### config.mk
export PLATFORM = sky130hd
export DESIGN_NAME = dvb_text_to_utf8_stream
export DESIGN_NICKNAME = d
export VERILOG_FILES = /design/src/rtl/core/dtu_pkg.sv /design/src/rtl/core/dtu_front.sv /design/src/rtl/core/dtu_queue.sv /design/src/rtl/core/dtu_back.sv /design/src/rtl/core/dvb_text_to_utf8_stream.sv
export SDC_FILE = /design/constraint.sdc
export NUM_CORES = 1
export LEC_CHECK = 0
export ABC_AREA = 1
export BUFFER_PORTS_ARGS = -buffer_cell sky130_fd_sc_hd__buf_2
export CORE_ASPECT_RATIO = 1.4
export CORE_MARGIN = 1.5
export CORE_UTILIZATION = 30
export DETAILED_ROUTE_END_ITERATION = 16
export PLACE_DENSITY_LB_ADDON = 0.3
export SKIP_LAST_GASP = 1
export SYNTH_ARGS = -nofsm -noshare
export SYNTH_HDL_FRONTEND = slang
export SYNTH_HIERARCHICAL = 1
export SYNTH_MEMORY_MAX_BITS = 65536
export SYNTH_SLANG_ARGS = --single-unit
export TNS_END_PERCENT = 10
### constraint.sdc
create_clock -name clk -period 17.15 [get_ports clk]
set_input_delay 3.43 -clock clk [delete_from_list [all_inputs] [get_ports clk]]
set_output_delay 3.43 -clock clk [all_outputs]
set_load 0.01 [all_outputs]
### src/rtl/core/dtu_pkg.sv
// Shared types, constants and decode functions for the DVB text to UTF-8 block.
`timescale 1ns / 1ps

package dtu_pkg;

    // Width of the running output byte count
    localparam int LENGTH_BITS = 16;
    localparam int SUM_W       = 34;
    localparam logic [SUM_W-1:0] CNT_MAX = (SUM_W'(1) << LENGTH_BITS) - SUM_W'(1);

    // Reset value of the output capacity register
    localparam logic [15:0] CAP_RESET = 16'd256;

    // Run queue depth
    localparam int QDEPTH = 2;
    localparam int QPTR_W = $clog2(QDEPTH);
    localparam int QCNT_W = $clog2(QDEPTH + 1);

    // Selector bytes
    localparam logic [7:0] SEL_CYR    = 8'h01;
    localparam logic [7:0] SEL_GREEK  = 8'h03;
    localparam logic [7:0] SEL_LATIN5 = 8'h05;
    localparam logic [7:0] SEL_LATIN9 = 8'h0B;
    localparam logic [7:0] SEL_EXT    = 8'h10;
    localparam logic [7:0] SEL_UTF16  = 8'h11;
    localparam logic [7:0] SEL_UTF8   = 8'h15;
    localparam logic [7:0] SEL_SKIP   = 8'h1F;

    // Third byte of the three-byte selector
    localparam logic [7:0] EXT_CYR    = 8'h05;
    localparam logic [7:0] EXT_GREEK  = 8'h07;
    localparam logic [7:0] EXT_LATIN5 = 8'h09;
    localparam logic [7:0] EXT_LATIN9 = 8'h0F;

    typedef enum logic [2:0] {
        PH_SELECT,
        PH_TEXT,
        PH_EXT1,
        PH_EXT2,
        PH_SKIP1
    } phase_t;

    typedef enum logic [2:0] {
        T_ISO6937,
        T_LATIN1,
        T_LATIN5,
        T_LATIN9,
        T_CYR,
        T_GREEK,
        T_UTF8,
        T_UTF16
    } table_t;

    // Encoded code point: up to three bytes, first byte in element 0
    typedef struct packed {
        logic            ok;
        logic [1:0]      n;
        logic [2:0][7:0] b;
    } enc_t;

    // One queue entry: the beats caused by one input byte
    typedef struct packed {
        logic [3:0][7:0] bytes;
        logic [2:0]      num;
        logic            closing;
        logic [15:0]     length;
    } run_t;

    // Check that n more bytes plus a terminator still fit
    function automatic logic room_ok(input logic [LENGTH_BITS-1:0] bw,
                                     input logic [2:0] n,
                                     input logic [15:0] cap);
        logic [SUM_W-1:0] s;
        s = SUM_W'(bw) + SUM_W'(n);
        return ((s + SUM_W'(1)) <= SUM_W'(cap)) && (s <= CNT_MAX);
    endfunction

    // Encode one code point as UTF-8 if it fits
    function automatic enc_t utf8_encode(input logic [15:0] code,
                                         input logic [LENGTH_BITS-1:0] bw,
                                         input logic [15:0] cap);
        enc_t r;
        logic [1:0] need;
        r    = '0;
        need = (code < 16'h0080) ? 2'd1 : (code < 16'h0800) ? 2'd2 : 2'd3;
        if (code == 16'h0000) begin
            r.ok = 1'b1;
        end else if (room_ok(bw, 3'(need), cap)) begin
            r.ok = 1'b1;
            r.n  = need;
            case (need)
                2'd1: r.b[0] = code[7:0];
                2'd2:
                begin
                    r.b[0] = {3'b110, code[10:6]};
                    r.b[1] = {2'b10, code[5:0]};
                end
                default:
                begin
                    r.b[0] = {4'hE, code[15:12]};
                    r.b[1] = {2'b10, code[11:6]};
                    r.b[2] = {2'b10, code[5:0]};
                end
            endcase
        end
        return r;
    endfunction

    // ISO 6937 bytes 0xA0..0xFF that are not marks
    function automatic logic [15:0] t6937_code(input logic [7:0] b);
        case (b)
            8'hA0: return 16'h00A0; 8'hA1: return 16'h00A1; 8'hA2: return 16'h00A2;
            8'hA3: return 16'h00A3; 8'hA4: return 16'h20AC; 8'hA5: return 16'h00A5;
            8'hA7: return 16'h00A7; 8'hA8: return 16'h00A4; 8'hA9: return 16'h2018;
            8'hAA: return 16'h201C; 8'hAB: return 16'h00AB; 8'hAC: return 16'h2190;
            8'hAD: return 16'h2191; 8'hAE: return 16'h2192; 8'hAF: return 16'h2193;
            8'hB0: return 16'h00B0; 8'hB1: return 16'h00B1; 8'hB2: return 16'h00B2;
            8'hB3: return 16'h00B3; 8'hB4: return 16'h00D7; 8'hB5: return 16'h00B5;
            8'hB6: return 16'h00B6; 8'hB7: return 16'h00B7; 8'hB8: return 16'h00F7;
            8'hB9: return 16'h2019; 8'hBA: return 16'h201D; 8'hBB: return 16'h00BB;
            8'hBC: return 16'h00BC; 8'hBD: return 16'h00BD; 8'hBE: return 16'h00BE;
            8'hBF: return 16'h00BF;
            8'hD0: return 16'h2015; 8'hD1: return 16'h00B9; 8'hD2: return 16'h00AE;
            8'hD3: return 16'h00A9; 8'hD4: return 16'h2122; 8'hD5: return 16'h266A;
            8'hD6: return 16'h00AC; 8'hD7: return 16'h00A6;
            8'hDC: return 16'h215B; 8'hDD: return 16'h215C; 8'hDE: return 16'h215D;
            8'hDF: return 16'h215E;
            8'hE0: return 16'h2126; 8'hE1: return 16'h00C6; 8'hE2: return 16'h0110;
            8'hE3: return 16'h00AA; 8'hE4: return 16'h0126; 8'hE6: return 16'h0132;
            8'hE7: return 16'h013F; 8'hE8: return 16'h0141; 8'hE9: return 16'h00D8;
            8'hEA: return 16'h0152; 8'hEB: return 16'h00BA; 8'hEC: return 16'h00DE;
            8'hED: return 16'h0166; 8'hEE: return 16'h014A; 8'hEF: return 16'h0149;
            8'hF0: return 16'h0138; 8'hF1: return 16'h00E6; 8'hF2: return 16'h0111;
            8'hF3: return 16'h00F0; 8'hF4: return 16'h0127; 8'hF5: return 16'h0131;
            8'hF6: return 16'h0133; 8'hF7: return 16'h0140; 8'hF8: return 16'h0142;
            8'hF9: return 16'h00F8; 8'hFA: return 16'h0153; 8'hFB: return 16'h00DF;
            8'hFC: return 16'h00FE; 8'hFD: return 16'h0167; 8'hFE: return 16'h014B;
            8'hFF: return 16'h00AD;
            default: return 16'h0000;
        endcase
    endfunction

    // Combining mark for a pending ISO 6937 mark index
    function automatic logic [15:0] mark_code(input logic [3:0] pm);
        case (pm)
            4'd1:  return 16'h0300; 4'd2:  return 16'h0301; 4'd3:  return 16'h0302;
            4'd4:  return 16'h0303; 4'd5:  return 16'h0304; 4'd6:  return 16'h0306;
            4'd7:  return 16'h0307; 4'd8:  return 16'h0308; 4'd10: return 16'h030A;
            4'd11: return 16'h0327; 4'd13: return 16'h030B; 4'd14: return 16'h0328;
            4'd15: return 16'h030C;
            default: return 16'h0000;
        endcase
    endfunction

    // Precomposed letter for a mark index and base letter, zero if none
    function automatic logic [15:0] compose(input logic [3:0] pm, input logic [7:0] c);
        case (pm)
            4'd1:
                case (c)
                    "A": return 16'h00C0; "E": return 16'h00C8; "I": return 16'h00CC;
                    "O": return 16'h00D2; "U": return 16'h00D9; "a": return 16'h00E0;
                    "e": return 16'h00E8; "i": return 16'h00EC; "o": return 16'h00F2;
                    "u": return 16'h00F9;
                    default: return 16'h0000;
                endcase
            4'd2:
                case (c)
                    "A": return 16'h00C1; "C": return 16'h0106; "E": return 16'h00C9;
                    "I": return 16'h00CD; "N": return 16'h0143; "O": return 16'h00D3;
                    "S": return 16'h015A; "U": return 16'h00DA; "Y": return 16'h00DD;
                    "Z": return 16'h0179; "a": return 16'h00E1; "c": return 16'h0107;
                    "e": return 16'h00E9; "i": return 16'h00ED; "n": return 16'h0144;
                    "o": return 16'h00F3; "s": return 16'h015B; "u": return 16'h00FA;
                    "y": return 16'h00FD; "z": return 16'h017A;
                    default: return 16'h0000;
                endcase
            4'd3:
                case (c)
                    "A": return 16'h00C2; "E": return 16'h00CA; "I": return 16'h00CE;
                    "O": return 16'h00D4; "U": return 16'h00DB; "a": return 16'h00E2;
                    "e": return 16'h00EA; "i": return 16'h00EE; "o": return 16'h00F4;
                    "u": return 16'h00FB;
                    default: return 16'h0000;
                endcase
            4'd4:
                case (c)
                    "A": return 16'h00C3; "N": return 16'h00D1; "O": return 16'h00D5;
                    "a": return 16'h00E3; "n": return 16'h00F1; "o": return 16'h00F5;
                    default: return 16'h0000;
                endcase
            4'd6:
                case (c)
                    "A": return 16'h0102; "G": return 16'h011E; "a": return 16'h0103;
                    "g": return 16'h011F;
                    default: return 16'h0000;
                endcase
            4'd7:
                case (c)
                    "I": return 16'h0130; "Z": return 16'h017B; "z": return 16'h017C;
                    default: return 16'h0000;
                endcase
            4'd8:
                case (c)
                    "A": return 16'h00C4; "E": return 16'h00CB; "I": return 16'h00CF;
                    "O": return 16'h00D6; "U": return 16'h00DC; "Y": return 16'h0178;
                    "a": return 16'h00E4; "e": return 16'h00EB; "i": return 16'h00EF;
                    "o": return 16'h00F6; "u": return 16'h00FC; "y": return 16'h00FF;
                    default: return 16'h0000;
                endcase
            4'd10:
                case (c)
                    "A": return 16'h00C5; "U": return 16'h016E; "a": return 16'h00E5;
                    "u": return 16'h016F;
                    default: return 16'h0000;
                endcase
            4'd11:
                case (c)
                    "C": return 16'h00C7; "G": return 16'h0122; "S": return 16'h015E;
                    "T": return 16'h0162; "c": return 16'h00E7; "g": return 16'h0123;
                    "s": return 16'h015F; "t": return 16'h0163;
                    default: return 16'h0000;
                endcase
            4'd13:
                case (c)
                    "O": return 16'h0150; "U": return 16'h0170; "o": return 16'h0151;
                    "u": return 16'h0171;
                    default: return 16'h0000;
                endcase
            4'd14:
                case (c)
                    "A": return 16'h0104; "E": return 16'h0118; "a": return 16'h0105;
                    "e": return 16'h0119;
                    default: return 16'h0000;
                endcase
            4'd15:
                case (c)
                    "C": return 16'h010C; "D": return 16'h010E; "E": return 16'h011A;
                    "N": return 16'h0147; "R": return 16'h0158; "S": return 16'h0160;
                    "T": return 16'h0164; "Z": return 16'h017D; "c": return 16'h010D;
                    "d": return 16'h010F; "e": return 16'h011B; "n": return 16'h0148;
                    "r": return 16'h0159; "s": return 16'h0161; "t": return 16'h0165;
                    "z": return 16'h017E;
                    default: return 16'h0000;
                endcase
            default: return 16'h0000;
        endcase
    endfunction

    // Greek bytes 0xA0..0xB5
    function automatic logic [15:0] greek_a0(input logic [7:0] b);
        case (b)
            8'hA1: return 16'h2018; 8'hA2: return 16'h2019; 8'hA4: return 16'h20AC;
            8'hA5: return 16'h20AF; 8'hAA: return 16'h037A; 8'hAE: return 16'h0000;
            8'hAF: return 16'h2015; 8'hB4: return 16'h0384; 8'hB5: return 16'h0385;
            default: return {8'h00, b};
        endcase
    endfunction

    // Code point of a byte 0xA0..0xFF in the 8859 tables
    function automatic logic [15:0] high_code(input table_t t, input logic [7:0] b);
        logic [15:0] w;
        w = {8'h00, b};
        case (t)
            T_LATIN5:
                case (b)
                    8'hD0: return 16'h011E; 8'hDD: return 16'h0130; 8'hDE: return 16'h015E;
                    8'hF0: return 16'h011F; 8'hFD: return 16'h0131; 8'hFE: return 16'h015F;
                    default: return w;
                endcase
            T_LATIN9:
                case (b)
                    8'hA4: return 16'h20AC; 8'hA6: return 16'h0160; 8'hA8: return 16'h0161;
                    8'hB4: return 16'h017D; 8'hB8: return 16'h017E; 8'hBC: return 16'h0152;
                    8'hBD: return 16'h0153; 8'hBE: return 16'h0178;
                    default: return w;
                endcase
            T_CYR:
            begin
                if (b == 8'hA0 || b == 8'hAD) return w;
                if (b == 8'hF0) return 16'h2116;
                if (b == 8'hFD) return 16'h00A7;
                if (b <= 8'hAC) return w + 16'h0401 - 16'h00A1;
                if (b <= 8'hAF) return w + 16'h040E - 16'h00AE;
                if (b <= 8'hEF) return w + 16'h0410 - 16'h00B0;
                if (b <= 8'hFC) return w + 16'h0451 - 16'h00F1;
                return w + 16'h045E - 16'h00FE;
            end
            T_GREEK:
            begin
                if (b <= 8'hB5) return greek_a0(b);
                if (b == 8'hB6) return 16'h0386;
                if (b == 8'hB7 || b == 8'hBB || b == 8'hBD) return w;
                if (b <= 8'hBA) return w + 16'h0388 - 16'h00B8;
                if (b == 8'hBC) return 16'h038C;
                if (b == 8'hD2 || b == 8'hFF) return 16'h0000;
                return w + 16'h038E - 16'h00BE;
            end
            default: return w;
        endcase
    endfunction

endpackage

### src/rtl/core/dtu_front.sv
// Front end: accepts input bytes, tracks string state and decodes to UTF-8 runs.
`timescale 1ns / 1ps

module dtu_front
(
    input  logic                clk,
    input  logic                rst_n,
    input  logic                in_valid,
    output logic                in_ready,
    input  logic [7:0]          in_byte,
    input  logic                first_byte,
    input  logic                last_byte,
    input  logic                wr_en,
    input  logic [15:0]         wr_data,
    input  logic                q_full,
    output logic                q_push,
    output dtu_pkg::run_t       q_entry
);
    import dtu_pkg::*;

    phase_t                  phase_reg, phase_next, phase_base;
    table_t                  table_reg, table_next, table_base;
    logic [3:0]              pm_reg, pm_next;
    logic [7:0]              hb_reg, hb_next;
    logic                    hv_reg, hv_next;
    logic [23:0]             sb_reg, sb_next;
    logic [2:0]              sn_reg, sn_next;
    logic [1:0]              sh_reg, sh_next;
    logic [LENGTH_BITS-1:0]  bw_reg, bw_next;
    logic                    st_reg, st_next;
    logic [15:0]             cap_reg, cap_next;

    logic                    accept;
    logic                    restart;
    logic                    do_text;
    logic [3:0][7:0]         ob;
    logic [2:0]              on;

    assign in_ready = !q_full;
    assign accept   = in_valid && in_ready;
    assign restart  = first_byte || (phase_reg == PH_SELECT);
    assign phase_base = restart ? PH_SELECT : phase_reg;
    assign table_base = restart ? T_ISO6937 : table_reg;

    // Next phase of the selector parser
    always_comb
    begin
        phase_next = phase_reg;
        if (accept)
        begin
            case (phase_base)
                PH_SELECT:
                begin
                    if (in_byte == SEL_EXT)
                        phase_next = PH_EXT1;
                    else if (in_byte == SEL_SKIP)
                        phase_next = PH_SKIP1;
                    else
                        phase_next = PH_TEXT;
                end
                PH_EXT1:  phase_next = last_byte ? PH_TEXT : PH_EXT2;
                default:  phase_next = PH_TEXT;
            endcase
            if (last_byte)
                phase_next = PH_SELECT;
        end
    end

    // Table selection and text enable for this beat
    always_comb
    begin
        table_next = table_base;
        do_text    = 1'b0;
        case (phase_base)
            PH_SELECT:
            begin
                if (in_byte >= 8'h20)
                begin
                    table_next = T_ISO6937;
                    do_text    = 1'b1;
                end
                else if (in_byte == SEL_CYR)
                    table_next = T_CYR;
                else if (in_byte == SEL_GREEK)
                    table_next = T_GREEK;
                else if (in_byte == SEL_LATIN5)
                    table_next = T_LATIN5;
                else if (in_byte == SEL_LATIN9)
                    table_next = T_LATIN9;
                else if (in_byte == SEL_UTF16)
                    table_next = T_UTF16;
                else if (in_byte == SEL_UTF8)
                    table_next = T_UTF8;
                else
                    table_next = T_LATIN1;
            end
            PH_EXT1:  do_text = last_byte;
            PH_EXT2:
            begin
                if (in_byte == EXT_CYR)
                    table_next = T_CYR;
                else if (in_byte == EXT_GREEK)
                    table_next = T_GREEK;
                else if (in_byte == EXT_LATIN5)
                    table_next = T_LATIN5;
                else if (in_byte == EXT_LATIN9)
                    table_next = T_LATIN9;
                else
                    table_next = T_LATIN1;
            end
            PH_TEXT:  do_text = 1'b1;
            default:  do_text = 1'b0;
        endcase
    end

    // Decode one text byte into up to four UTF-8 bytes
    always_comb
    begin
        logic [15:0]            c1, c2, mk, cp;
        logic                   u1, u2;
        logic [2:0]             len, idx;
        enc_t                   e1, e2;
        logic [LENGTH_BITS-1:0] bw_b;

        pm_next = restart ? 4'd0  : pm_reg;
        hb_next = restart ? 8'd0  : hb_reg;
        hv_next = restart ? 1'b0  : hv_reg;
        sb_next = restart ? 24'd0 : sb_reg;
        sn_next = restart ? 3'd0  : sn_reg;
        sh_next = restart ? 2'd0  : sh_reg;
        bw_b    = restart ? '0    : bw_reg;
        st_next = restart ? 1'b0  : st_reg;
        bw_next = bw_b;
        ob  = '0;
        on  = 3'd0;
        c1  = 16'h0000;
        c2  = 16'h0000;
        u1  = 1'b0;
        u2  = 1'b0;
        len = 3'd0;
        idx = 3'd0;
        mk  = 16'h0000;
        cp  = 16'h0000;

        if (do_text && !st_next)
        begin
            case (table_next)
                T_UTF8:
                begin
                    if (sn_next == 3'd0)
                    begin
                        if (in_byte < 8'h80)
                            len = 3'd1;
                        else if (in_byte[7:5] == 3'b110)
                            len = 3'd2;
                        else if (in_byte[7:4] == 4'b1110)
                            len = 3'd3;
                        else if (in_byte[7:3] == 5'b11110)
                            len = 3'd4;
                        if (len == 3'd0)
                            st_next = 1'b1;
                        else if (len == 3'd1)
                        begin
                            u1 = 1'b1;
                            c1 = (in_byte < 8'h20 || in_byte == 8'h7F) ? 16'h0020
                                                                         : {8'h00, in_byte};
                        end
                        else
                        begin
                            sb_next = {16'h0000, in_byte};
                            sn_next = len;
                            sh_next = 2'd1;
                        end
                    end
                    else if (({1'b0, sh_next} + 3'd1) < sn_next)
                    begin
                        sb_next = {sb_next[15:0], in_byte};
                        sh_next = sh_next + 2'd1;
                    end
                    else
                    begin
                        if (!room_ok(bw_b, sn_next, cap_reg))
                            st_next = 1'b1;
                        else
                        begin
                            case (sh_next)
                                2'd1: ob = {16'h0000, in_byte, sb_next[7:0]};
                                2'd2: ob = {8'h00, in_byte, sb_next[7:0], sb_next[15:8]};
                                default: ob = {in_byte, sb_next[7:0], sb_next[15:8],
                                               sb_next[23:16]};
                            endcase
                            on      = sn_next;
                            bw_next = bw_b + LENGTH_BITS'(sn_next);
                        end
                        sb_next = 24'd0;
                        sn_next = 3'd0;
                        sh_next = 2'd0;
                    end
                end
                T_UTF16:
                begin
                    if (!hv_next)
                    begin
                        hb_next = in_byte;
                        hv_next = 1'b1;
                    end
                    else
                    begin
                        hv_next = 1'b0;
                        u1      = 1'b1;
                        c1      = {hb_next, in_byte};
                        if (c1 < 16'h0020 || c1 == 16'h007F)
                            c1 = 16'h0020;
                    end
                end
                default:
                begin
                    if (pm_next != 4'd0)
                    begin
                        // Compose mark with the following byte, else letter then mark
                        mk      = mark_code(pm_next);
                        cp      = compose(pm_next, in_byte);
                        pm_next = 4'd0;
                        if (mk != 16'h0000 && in_byte != 8'h00)
                        begin
                            u1 = 1'b1;
                            if (cp != 16'h0000)
                                c1 = cp;
                            else
                            begin
                                c1 = {8'h00, in_byte};
                                c2 = mk;
                                u2 = 1'b1;
                            end
                        end
                    end
                    else if (in_byte < 8'h20 || (in_byte >= 8'h7F && in_byte < 8'hA0))
                    begin
                        u1 = 1'b1;
                        c1 = 16'h0020;
                    end
                    else if (in_byte < 8'hA0)
                    begin
                        u1 = 1'b1;
                        c1 = {8'h00, in_byte};
                    end
                    else if (table_next != T_ISO6937)
                    begin
                        u1 = 1'b1;
                        c1 = high_code(table_next, in_byte);
                    end
                    else if (in_byte >= 8'hC1 && in_byte <= 8'hCF)
                        pm_next = in_byte[3:0];
                    else
                    begin
                        u1 = 1'b1;
                        c1 = t6937_code(in_byte);
                    end
                end
            endcase
        end

        // Encode the code points and check capacity
        e1 = utf8_encode(c1, bw_b, cap_reg);
        e2 = utf8_encode(c2, bw_b + LENGTH_BITS'(e1.n), cap_reg);
        if (u1)
        begin
            if (!e1.ok)
                st_next = 1'b1;
            else
            begin
                for (int k = 0; k < 3; k++)
                begin
                    if (k < int'(e1.n))
                        ob[k] = e1.b[k];
                end
                on      = 3'(e1.n);
                bw_next = bw_b + LENGTH_BITS'(e1.n);
                if (u2)
                begin
                    if (!e2.ok)
                        st_next = 1'b1;
                    else
                    begin
                        for (int k = 0; k < 3; k++)
                        begin
                            idx = 3'(e1.n) + 3'(k);
                            if (k < int'(e2.n) && idx < 3'd4)
                                ob[idx[1:0]] = e2.b[k];
                        end
                        on      = 3'(e1.n) + 3'(e2.n);
                        bw_next = bw_next + LENGTH_BITS'(e2.n);
                    end
                end
            end
        end
    end

    // Hand the run to the queue
    always_comb
    begin
        q_push          = accept && ((on != 3'd0) || last_byte);
        q_entry.bytes   = ob;
        q_entry.num     = on;
        q_entry.closing = last_byte;
        q_entry.length  = 16'(bw_next);
    end

    assign cap_next = wr_en ? wr_data : cap_reg;

    // Capacity register
    always_ff @(posedge clk or negedge rst_n)
    begin
        if (!rst_n)
            cap_reg <= CAP_RESET;
        else
            cap_reg <= cap_next;
    end

    // String state, advanced on every accepted beat
    always_ff @(posedge clk or negedge rst_n)
    begin
        if (!rst_n)
        begin
            phase_reg <= PH_SELECT;
            table_reg <= T_ISO6937;
            pm_reg    <= 4'd0;
            hb_reg    <= 8'd0;
            hv_reg    <= 1'b0;
            sb_reg    <= 24'd0;
            sn_reg    <= 3'd0;
            sh_reg    <= 2'd0;
            bw_reg    <= '0;
            st_reg    <= 1'b0;
        end
        else if (accept)
        begin
            phase_reg <= phase_next;
            table_reg <= table_next;
            pm_reg    <= pm_next;
            hb_reg    <= hb_next;
            hv_reg    <= hv_next;
            sb_reg    <= sb_next;
            sn_reg    <= sn_next;
            sh_reg    <= sh_next;
            bw_reg    <= bw_next;
            st_reg    <= st_next;
        end
    end

endmodule

### src/rtl/core/dtu_queue.sv
// Short run queue between the decoder and the byte serializer.
`timescale 1ns / 1ps

module dtu_queue
(
    input  logic          clk,
    input  logic          rst_n,
    input  logic          push,
    input  dtu_pkg::run_t push_entry,
    input  logic          pop,
    output dtu_pkg::run_t head,
    output logic          full,
    output logic          empty
);
    import dtu_pkg::*;

    run_t              slot_reg [QDEPTH];
    logic [QPTR_W-1:0] wr_reg, wr_next;
    logic [QPTR_W-1:0] rd_reg, rd_next;
    logic [QCNT_W-1:0] cnt_reg, cnt_next;

    assign full  = (cnt_reg == QCNT_W'(QDEPTH));
    assign empty = (cnt_reg == '0);
    assign head  = slot_reg[rd_reg];

    // Advance pointers and count
    always_comb
    begin
        wr_next  = push ? ((wr_reg == QPTR_W'(QDEPTH - 1)) ? '0 : wr_reg + 1'b1) : wr_reg;
        rd_next  = pop  ? ((rd_reg == QPTR_W'(QDEPTH - 1)) ? '0 : rd_reg + 1'b1) : rd_reg;
        cnt_next = cnt_reg + QCNT_W'(push) - QCNT_W'(pop);
    end

    always_ff @(posedge clk or negedge rst_n)
    begin
        if (!rst_n)
        begin
            wr_reg  <= '0;
            rd_reg  <= '0;
            cnt_reg <= '0;
        end
        else
        begin
            wr_reg  <= wr_next;
            rd_reg  <= rd_next;
            cnt_reg <= cnt_next;
        end
    end

    // Store pushed runs
    always_ff @(posedge clk)
    begin
        if (push)
            slot_reg[wr_reg] <= push_entry;
    end

`ifndef ASSERT_OFF
    a_no_overflow: assert property (@(posedge clk) disable iff (!rst_n) push |-> !full)
        else $error("run queue overflow");
    a_no_underflow: assert property (@(posedge clk) disable iff (!rst_n) pop |-> !empty)
        else $error("run queue underflow");
    a_count_bound: assert property (@(posedge clk) disable iff (!rst_n)
        cnt_reg <= QCNT_W'(QDEPTH))
        else $error("run queue count out of range");
`endif

endmodule

### src/rtl/core/dtu_back.sv
// Back end: serializes queued runs into one output beat per byte.
`timescale 1ns / 1ps

module dtu_back
(
    input  logic          clk,
    input  logic          rst_n,
    input  dtu_pkg::run_t head,
    input  logic          empty,
    output logic          pop,
    output logic          out_valid,
    input  logic          out_ready,
    output logic [7:0]    out_byte,
    output logic          byte_valid,
    output logic          run_last,
    output logic          string_end,
    output logic [15:0]   out_length
);
    import dtu_pkg::*;

    logic [2:0]  pos_reg, pos_next;
    logic        ov_reg, ov_next;
    logic [7:0]  ob_reg, ob_next;
    logic        bv_reg, bv_next;
    logic        rl_reg, rl_next;
    logic        se_reg, se_next;
    logic [15:0] len_reg, len_next;
    logic        load;
    logic        is_data;
    logic [2:0]  total;

    assign total   = head.num + 3'(head.closing);
    assign load    = !empty && (!ov_reg || out_ready);
    assign is_data = pos_reg < head.num;
    assign pop     = load && (pos_reg == total - 3'd1);

    // Build the next output beat from the head run
    always_comb
    begin
        pos_next = pos_reg;
        ov_next  = ov_reg && !out_ready;
        ob_next  = ob_reg;
        bv_next  = bv_reg;
        rl_next  = rl_reg;
        se_next  = se_reg;
        len_next = len_reg;
        if (load)
        begin
            pos_next = pop ? 3'd0 : pos_reg + 3'd1;
            ov_next  = 1'b1;
            if (is_data)
            begin
                ob_next  = head.bytes[pos_reg[1:0]];
                bv_next  = 1'b1;
                rl_next  = !head.closing && (pos_reg == head.num - 3'd1);
                se_next  = 1'b0;
                len_next = 16'd0;
            end
            else
            begin
                ob_next  = 8'd0;
                bv_next  = 1'b0;
                rl_next  = 1'b1;
                se_next  = 1'b1;
                len_next = head.length;
            end
        end
    end

    always_ff @(posedge clk or negedge rst_n)
    begin
        if (!rst_n)
        begin
            pos_reg <= 3'd0;
            ov_reg  <= 1'b0;
        end
        else
        begin
            pos_reg <= pos_next;
            ov_reg  <= ov_next;
        end
    end

    // Output payload register
    always_ff @(posedge clk)
    begin
        ob_reg  <= ob_next;
        bv_reg  <= bv_next;
        rl_reg  <= rl_next;
        se_reg  <= se_next;
        len_reg <= len_next;
    end

    assign out_valid  = ov_reg;
    assign out_byte   = ob_reg;
    assign byte_valid = bv_reg;
    assign run_last   = rl_reg;
    assign string_end = se_reg;
    assign out_length = len_reg;

`ifndef ASSERT_OFF
    a_close_beat: assert property (@(posedge clk) disable iff (!rst_n)
        (ov_reg && !bv_reg) |-> (se_reg && rl_reg && ob_reg == 8'd0))
        else $error("closing beat malformed");
    a_pos_bound: assert property (@(posedge clk) disable iff (!rst_n)
        pos_reg <= 3'd4)
        else $error("beat position out of range");
`endif

endmodule

### src/rtl/core/dvb_text_to_utf8_stream.sv
// Top level of the DVB service-information text to UTF-8 converter.
`timescale 1ns / 1ps

// Takes one byte of a DVB SI string per beat (first_byte/last_byte mark the
// string) and gives UTF-8 output one byte per beat, followed by a closing beat
// (byte_valid low, string_end high, out_length = bytes written) after the last
// input byte. The decoder takes an input beat every cycle while its two-entry
// run queue has room; each input byte yields zero to four data beats, and the last
// byte also the closing beat; the byte-wide output port drains one beat per cycle
// while out_ready is high, so sustained throughput is set by the output port.
// output_capacity is written through wr_en/wr_data and resets to 256.
module dvb_text_to_utf8_stream
(
    input  logic        clk,
    input  logic        rst_n,
    input  logic        in_valid,
    output logic        in_ready,
    input  logic [7:0]  in_byte,
    input  logic        first_byte,
    input  logic        last_byte,
    output logic        out_valid,
    input  logic        out_ready,
    output logic [7:0]  out_byte,
    output logic        byte_valid,
    output logic        run_last,
    output logic        string_end,
    output logic [15:0] out_length,
    input  logic        wr_en,
    input  logic [15:0] wr_data
);
    import dtu_pkg::*;

    logic q_full;
    logic q_empty;
    logic q_push;
    logic q_pop;
    run_t q_in;
    run_t q_head;

    dtu_front u_front
    (
        .clk        (clk),
        .rst_n      (rst_n),
        .in_valid   (in_valid),
        .in_ready   (in_ready),
        .in_byte    (in_byte),
        .first_byte (first_byte),
        .last_byte  (last_byte),
        .wr_en      (wr_en),
        .wr_data    (wr_data),
        .q_full     (q_full),
        .q_push     (q_push),
        .q_entry    (q_in)
    );

    dtu_queue u_queue
    (
        .clk        (clk),
        .rst_n      (rst_n),
        .push       (q_push),
        .push_entry (q_in),
        .pop        (q_pop),
        .head       (q_head),
        .full       (q_full),
        .empty      (q_empty)
    );

    dtu_back u_back
    (
        .clk        (clk),
        .rst_n      (rst_n),
        .head       (q_head),
        .empty      (q_empty),
        .pop        (q_pop),
        .out_valid  (out_valid),
        .out_ready  (out_ready),
        .out_byte   (out_byte),
        .byte_valid (byte_valid),
        .run_last   (run_last),
        .string_end (string_end),
        .out_length (out_length)
    );

endmodule

Yosys cells after proc, flatten, opt, wreduce, memory -nomap -nowiden
Memory sizes are Yosys's and may differ from the RTL's.
Cells that the tools add are included.
{ "totals": {"reg_bits": 116, "latch_bits": 0, "ramBits": 104, "rom_bits": 3184, "in_bits": 31, "output_inout_bits": 29, "elab_cells": 673, "memories": 3} }
{ "classes": {"n_addsub": 36, "mul": 0, "n_div": 0, "magnitude_cmp": 42, "n_eq_ne": 103, "n_shift": 0, "muxes": 417, "bitwise_logic": 0, "reduce_logical": 51} }
{ "memory_table": {"columns": ["name", "words", "width", "read_ports", "rd_ports_with_merged_regs", "write_ports", "line_no", "rtl"], "rows": [
  ["(name not given)", 256, 12, 1, 0, 0, "dtu_pkg.sv:111", "case (b)"],
  ["(name not given)", 16, 7, 1, 0, 0, "dtu_pkg.sv:145", "case (pm)"],
  ["u_queue.slot_reg", 2, 52, 1, 0, 1, "dtu_queue.sv:17", "run_t slot_reg [QDEPTH];"]
]} }
{ "op_table": {"columns": ["op", "n"], "rows": [
  ["2-to-1 mux 16 bit", 92],
  ["2-to-1 mux 32 bit", 20],
  ["equality test 8 x 7 -> 1 bit, second input constant", 29],
  ["equality test 8 bit, second input constant", 28],
  ["one-hot mux 16 bit (12 select lines)", 1],
  ["2-to-1 mux 1 bit", 183],
  ["one-hot mux 9 bit (20 select lines)", 1],
  ["2-to-1 mux 24 bit", 7],
  ["2-to-1 mux 8 bit", 20],
  ["one-hot mux 8 bit (10 select lines)", 2],
  ["one-hot mux 9 bit (16 select lines)", 1],
  ["one-hot mux 9 bit (4 select lines)", 4],
  ["one-hot mux 14 bit (9 select lines)", 1],
  ["2-to-1 mux 3 bit", 39],
  ["one-hot mux 14 bit (8 select lines)", 1],
  ["subtractor 16 x 8 -> 16 bit, second input constant", 7],
  ["one-hot mux 9 bit (12 select lines)", 1],
  ["adder 34 x 1 -> 34 bit, second input constant", 3],
  ["<= comparator 34 x 16 -> 1 bit", 3],
  ["<= comparator 34 x 16 -> 1 bit, second input constant", 3],
  ["bitwise mux 32 bit", 3],
  ["one-hot mux 9 bit (8 select lines)", 1],
  ["one-hot mux 16 bit (4 select lines)", 1],
  ["one-hot mux 32 bit (2 select lines)", 1],
  ["73 further kinds", 197]
]} }

Longest topological paths before layout
Gate-level depths: netlist (run 1).
{ "logic_depth": {"word_depth": 129, "ltp_mapped": 98, "depth_no_buf": 95} }

By module
The synthesis (run 1) kept the hierarchy.
{ "modules_own_cells": {"columns": ["module", "n_inst", "cells_each", "area_per_inst_um2", "seq_area_each_um2"], "rows": [
  ["dtu_front", 1, 2845, 16154.2, 2028.2],
  ["dtu_queue", 1, 296, 4068.9, 3223.1],
  ["dtu_back", 1, 191, 1664.1, 910.9]
]} }

Least setup slack after synthesis (run 1)
No wires, ideal clock.
{ "synth_path": {"path_kind": "in2reg", "startpoint": "input port in_byte[1]", "endpoint": "memory u_queue/slot_reg[0][0] in the netlist's numbering (enable)", "setup_time_ps": 462, "t_arrival_ps": 16571, "required_time_ps": 16688, "setup_slack_ps": 117, "stages": 87, "path_buffers": 3, "path_cell_list": "clkbuf_1 -> inv_1 -> clkbuf_1 -> ha_1 -> buf_2 -> nand2_1 -> nor2_4 -> nand2_1 -> nand3_1 -> nand2_4 -> nor2_4 -> nand2_2 -> inv_2 -> nand2_1 -> nand2_1 -> inv_1 -> nand2_1 -> nand2_1 -> [... 51 more ...] -> nor2_1 -> nand2_1 -> o211a_1 -> o21ai_0 -> a21boi_0 -> a21boi_4 -> nand3_4 -> nor2_4 -> ha_1 -> fa_1 -> inv_1 -> nand4_1 -> nand4_1 -> nand2_1 -> nor2_1 -> a21oi_1 -> inv_1 -> nor2_1"} }
{ "synth_rtl": {"columns": ["item", "line_no", "rtl"], "rows": [
  ["start, declared", "dvb_text_to_utf8_stream.sv:18", "input logic [7:0] in_byte,"],
  ["end, declared", "dtu_queue.sv:17", null]
]} }

==> results of run 1 <==
worst max-delay path by stage:
| stage | end | slack, ns | cells after the start |
|---|---|---|---|
| after floorplan | u_queue/slot_reg[0][0] | 0.12 | 87 |
| after global placement | u_queue/slot_reg[0][12] | 0.41 | 81 |
| after detailed placement | u_queue/slot_reg[0][12] | 0.31 | 81 |
| after CTS | u_queue/slot_reg[0][7] | 0.85 | 81 |
| after global routing | u_front/bw_reg[14] | -0.11 | 85 |
| final | u_queue/slot_reg[0][6] | 1.17 | 83 |
worst reg2reg max path, delay by kind of cell (launching register included):
| family | cells | cell delay [ns] |
|---|---|---|
| buffers and inverters | 21 | 2.34 |
| XOR/XNOR | 2 | 0.39 |
| AND/OR/NAND/NOR | 50 | 5.84 |
| adder cells (fa/ha/maj) | 9 | 2.96 |
| AO/OA/AOI/OAI | 5 | 0.98 |
| flip-flops | 1 | 0.46 |
power by group through the flow:
stage | Combinational (mW) | Clock, mW | Sequential [mW]
global placement | 1.47 | 0 | 0.868
global route | 1.66 | 0.577 | 0.874
CTS | 1.48 | 0.558 | 0.860
finish | 1.49 | 0.546 | 0.859
detailed placement | 1.48 | 0 | 0.870
floorplan | 0.987 | 0 | 0.867
metal layers:
| layer | GRT usage, % | vias up | part of all wire, % |
|---|---|---|---|
| li1 | - | 11300 | - |
| met1 | 25.4 | 10700 | 39 |
| met2 | 39.9 | 819 | 50 |
| met3 | 1.64 | 243 | 4.7 |
| met4 | 13.2 | 0 | 6.2 |
| met5 | 0 | - | 0 |
kinds of logic (layout without fill, tap and decap cells):
family | after synthesis | count (layout)
fa+ha+maj | 110 | 110
buf+inv | 560 | 735
xor+xnor | 85 | 85
flops | 220 | 220
compound gates | 569 | 569
simple gates | 1787 | 1788
mux | 1 | 1
layout make-up:
| class | count | area, µm² | share of cell area [%] |
|---|---|---|---|
| flip-flops and latches | 220 | 6160 | 24.6 |
| clock buffers | 29 | 629 | 2.52 |
| well taps | 952 | 1190 | 4.76 |
| multi-input cells | 2553 | 13500 | 53.9 |
| inverters | 453 | 1710 | 6.84 |
| repair buffers | 238 | 1670 | 6.66 |
| clock inverters | 15 | 171 | 0.685 |
layout by cell type, fill, tap and decap left out, drive strengths merged, types with 88 or more instances in the layout:
cell type and n:
a21oi 136, dfrtp 88, buf 238, o21ai 268, inv 450, nand3 228, nand2 967, nor2 454
edfxtp 131, ha 104
metrics by stage:
| step | hold WS, ns | TNS [ns] | instances | total power, mW |
|---|---|---|---|---|
| 2_1_floorplan | 0.449 | 0 | 3332 | 1.85 |
| 3_3_place_gp | 0.463 | 0 | 4413 | 2.34 |
| 3_5_place_dp | 0.465 | 0 | 4413 | 2.35 |
| 4_1_cts | 0.482 | 0 | 4457 | 2.90 |
| 5_1_grt | 0.500 | -0.954 | 4460 | 3.12 |
| 6_report | 0.478 | 0 | 4460 | 2.90 |
repair_timing:
| action | CTS | global route |
|---|---|---|
| setup buffers | 0 | 2 |
| resized for setup | 0 | 6 |
| setup endpoints to repair | 0 | 123 |
==> results.cfg, run 1 <==
[synth]
synth_top_area_share_pct = 18.0
synth.area.mux_share_pct = 0.0514
yosys-top-cells-area = edfxtp_1, nand2_1, dfrtp_1
synth_edf_count = 131
yosysMostFrequentCell = nand2_1
synth_top_family_by_area = simple AND/OR/NAND/NOR gates
seq_area_frac_synth_pct = 28.2
netlist_area_um2 = 21900
synth-compound-area-share_pct = 15.0
synth_xor_area_share_pct = 3.68
yosysWarnings = 6
ys.flop_type = edfxtp_1
syn_inst = 3332
ys_async_sr_fraction_pct = 40.5
syn_area_per_cell_um2 = 6.57
yosysUniqueCellTypes = 73
synth_seq_cells = 220
yosys.area_share.simple_pct = 36.1
synthTopCellsByCount = nand2_1, inv_1, nor2_1, nand3_1, o21ai_0
yosysTopAreaCell = edfxtp_1
synthAdderAreaFrac_pct = 6.49
syn-num-nets = 3473

[worst_setup_path]
r2r_start = u_front/phase_reg[1]
crit_slowest_cell = fa_1
path_buf_inv = 21
crit_start = in_byte[5]
crit_path_start_kind = primary input
required_ns = 17.44
critPathCaptureType = flop
worstReg2RegEnd = u_queue/slot_reg[0][6]
crit_type = primary input to flop
worstRegToRegCells = 87
cpPeakStageDelay_ns = 0.53
path_max_fanout = 12
rrSetupSlack_ns = 3.89
worstPathArrival_ns = 16.26
cp_top_family = simple AND/OR/NAND/NOR gates

[global_routing]
antenna_found_initial = 0
grt_pass1_wl_um = 128000
groute.usage.overall_pct = 22.1
grt_max_degree = 106
grt_pass1_vias = 22500
overflow = 0

[min_path]
worstHoldPathCells = 2
hp-class = flop to flop
whs_endpoint = u_front/sb_reg[1]
hp-start = u_front/sb_reg[1]

[power_and_ir_drop]
power_density_nw_per_um2 = 116
power.share.clock_pct = 18.8
switching_share_pct = 46.1
power.internal_mw = 1.56
ir_drop_mv = 0.0804
power_frac_comb_pct = 51.5
switchingPower_mw = 1.34
p_seq_share_pct = 29.7
leakage_nw = 12.2

[clocking]
worstSkewPairLatency_ns = 0.58
cts.sinks = 220
cts_root_buf = clkbuf_16
cts_tree = done
htree_levels = 1
clockBufferDepth = 3
clk_pin_slew_ns = 0.06
cts_made_buffers = 24
hold_buffers = 0

[finish]
n_antenna_cell = 0
fill_cells = 7915
nNetsFinal = 3631
fin_util_pct = 34.5
areaGrowthSynthToFinish_pct = 14.3
largest_reg_flops = 104
drive_above_1_share_pct = 13.3
final_area_um2 = 25000

[detailed_routing]
drt_pass1_iterations = 8
vias_per_cell = 5.17
wl_um = 83600
drc = 0
wl_per_cell_um = 18.8
drtIter0Drc = 1825
antenna_left = 0
vias = 23100

[outcome]
status = finished clean

[job]
drv_cap = 0

[sta]
relSlewSlack_pct = 40.2
setup_viol = 0
clock_skew_ns = 0.0317
worst_slew_pin_slew_ns = 0.897
final.period_utilization_pct = 93.2
max_freq_mhz = 62.6
finalMaxSlewViolations = 0
hold_viol = 0
rsz0062_at_grt = yes
min_period_ns = 15.98
setup_ws_ns = 1.17

[die]
core_area_um2 = 72500
dieArea_um2 = 74600
num_io_pins = 60
die_w_um = 231
start_util_pct = 30.2
fp.dieH_um = 323
rows = 117

[placement]
hpwl_um = 65700
dpl_cell_area_um2 = 24200
gp_congestion = 0.998
post-place-ws_ns = 0.313
port_buffers = 59
Power figures use the tool's default switching activity.
==> run 2, diff against run 1 <==
Settings changed: CORE_MARGIN 1.5 to 4, CTS_CLUSTER_SIZE from default to 30.
==> results.cfg, run 2 (same netlist as run 1, synthesis figures left out) <==
[outcome]
status = finished clean

[placement]
dp_cells = 4338
gp_congestion = 1.01
hpwl_um = 65100
port_buffers = 59

[sta]
relSlewSlack_pct = 39.1
finalMaxSlewViolations = 0
setup_viol = 0
hold_viol = 0
min_period_ns = 15.99
final.period_utilization_pct = 93.2
max_freq_mhz = 62.5
clock_skew_ns = 0.0173
worst_slew_pin_slew_ns = 0.913

[global_routing]
grt_pass1_vias = 22300
overflow = 0
antenna_found_initial = 0
grt_max_degree = 106
groute.usage.overall_pct = 20.6
grt_pass1_wl_um = 127000

[worst_setup_path]
cp_common_cell = nand2_1
critPathCaptureType = flop
rrSetupSlack_ns = 3.73
worstReg2RegEnd = u_queue/slot_reg[0][15]
cpPeakStageDelay_ns = 0.57
worstPathArrival_ns = 16.28
worstRegToRegCells = 80
r2r_start = u_front/phase_reg[0]
crit_type = primary input to flop
required_ns = 17.44
path_max_fanout = 18
crit_path_start_kind = primary input
crit_start = in_byte[2]
crit_slowest_cell = fa_1

[power_and_ir_drop]
leakage_nw = 11.9
power_density_nw_per_um2 = 117
ir_drop_mv = 0.0665
p_total_mw = 2.87

[die]
rows = 116
start_util_pct = 30.5
num_io_pins = 60
fp.dieH_um = 328
core_area_um2 = 71800
dieArea_um2 = 77400
die_w_um = 236

[clocking]
cts_root_buf = clkbuf_16
cts.sinks = 220
hold_buffers = 0
clk_pin_slew_ns = 0.07
worstSkewPairLatency_ns = 0.55
cts_tree = done
cts_made_buffers = 24
htree_levels = 1
clockBufferDepth = 3

[detailed_routing]
wl_per_cell_um = 19.0
antenna_left = 0
vias = 22900
drt_pass1_iterations = 6
vias_per_cell = 5.22
wl_um = 83300
drtIter0Drc = 2121
drc = 0

[min_path]
hp-class = flop to flop
hp-start = u_front/sb_reg[8]
worstHoldPathCells = 2
whs_endpoint = u_front/sb_reg[8]

[finish]
ff_latch_area_um2 = 6160
multi_input_area_um2 = 13500
drive_above_1_share_pct = 12.0
fill_cells = 7962
fin_util_pct = 34.2
n_antenna_cell = 0
largest_reg_flops = 104
areaGrowthSynthToFinish_pct = 12.3
nNetsFinal = 3565
layout_commonest_cell = nand2_1
stdcell_count = 4386
final_cell_mix = nand2_1, inv_1, nor2_1

[job]
drv_cap = 0
-- run 2: cell count changes in the layout (fill, tap and decap cells not counted), moves of 3 or more --
cell / delta
clkinv_2: -3
buf_4: -66
clkbuf_1: -4
inv_6: +4
-- run 2: power breakdown --
part / internal [mW] / switching, mW / total [mW] / leakage (nW)
sequential: 0.786 / 0.0717 / 0.858 / 2.43
clock: 0.317 / 0.241 / 0.557 / 0.405
combinational: 0.432 / 1.02 / 1.45 / 9.03
-- run 2: metal layers --
metal	vias up	GRT usage, %	routed length, µm
met5	-	0	0
met4	0	11.1	5330
met3	296	1.69	4500
met2	941	37.1	41100
met1	10500	24.3	32500
li1	11100	-	-
-- run 2: how the worst max path moves through the flow --
stage               slack [ns]                       to  depth (start not counted)
floorplan                 0.12   u_queue/slot_reg[0][0]                         87
global placement          0.23  u_queue/slot_reg[0][35]                         78
detailed placement         0.1  u_queue/slot_reg[0][26]                         80
CTS                       0.64  u_queue/slot_reg[0][50]                         80
global route            -0.005  u_queue/slot_reg[0][12]                         85
finish                    1.16  u_queue/slot_reg[0][15]                         79
-- run 2: layout make-up --
class	instances	area share (%)
flip-flops and latches	220	25.1
clock inverters	18	0.870
multi-input cells	2553	55.0
clock buffers	26	2.56
well taps	944	4.81
repair buffers	172	4.70
inverters	453	6.99
-- run 2: critical path, delay by kind of cell --
family,cells,cell delay (ns)
and+or+nand+nor,46,6.32
AOI/OAI and AO/OA,8,2.00
adders and majority gates,8,2.28
xor gates and xnor gates,2,0.34
buffers and inverters,15,1.91
-- run 2: repair_timing --
item	4_1_cts	5_1_grt
gates resized for setup	0	21
setup buffers	0	3
setup endpoints to repair	0	136
endpoints found under the hold margin	0	0
-- run 2: through the flow --
stage	area, µm²	TNS [ns]	setup slack, ns	hold slack, ns
global placement	23600	0	0.232	0.462
detailed placement	23600	0	0.0992	0.465
global route	24600	-0.0124	-0.00469	0.493
finish	24600	0	1.16	0.480
floorplan	21900	0	0.117	0.449
CTS	24500	0	0.640	0.482
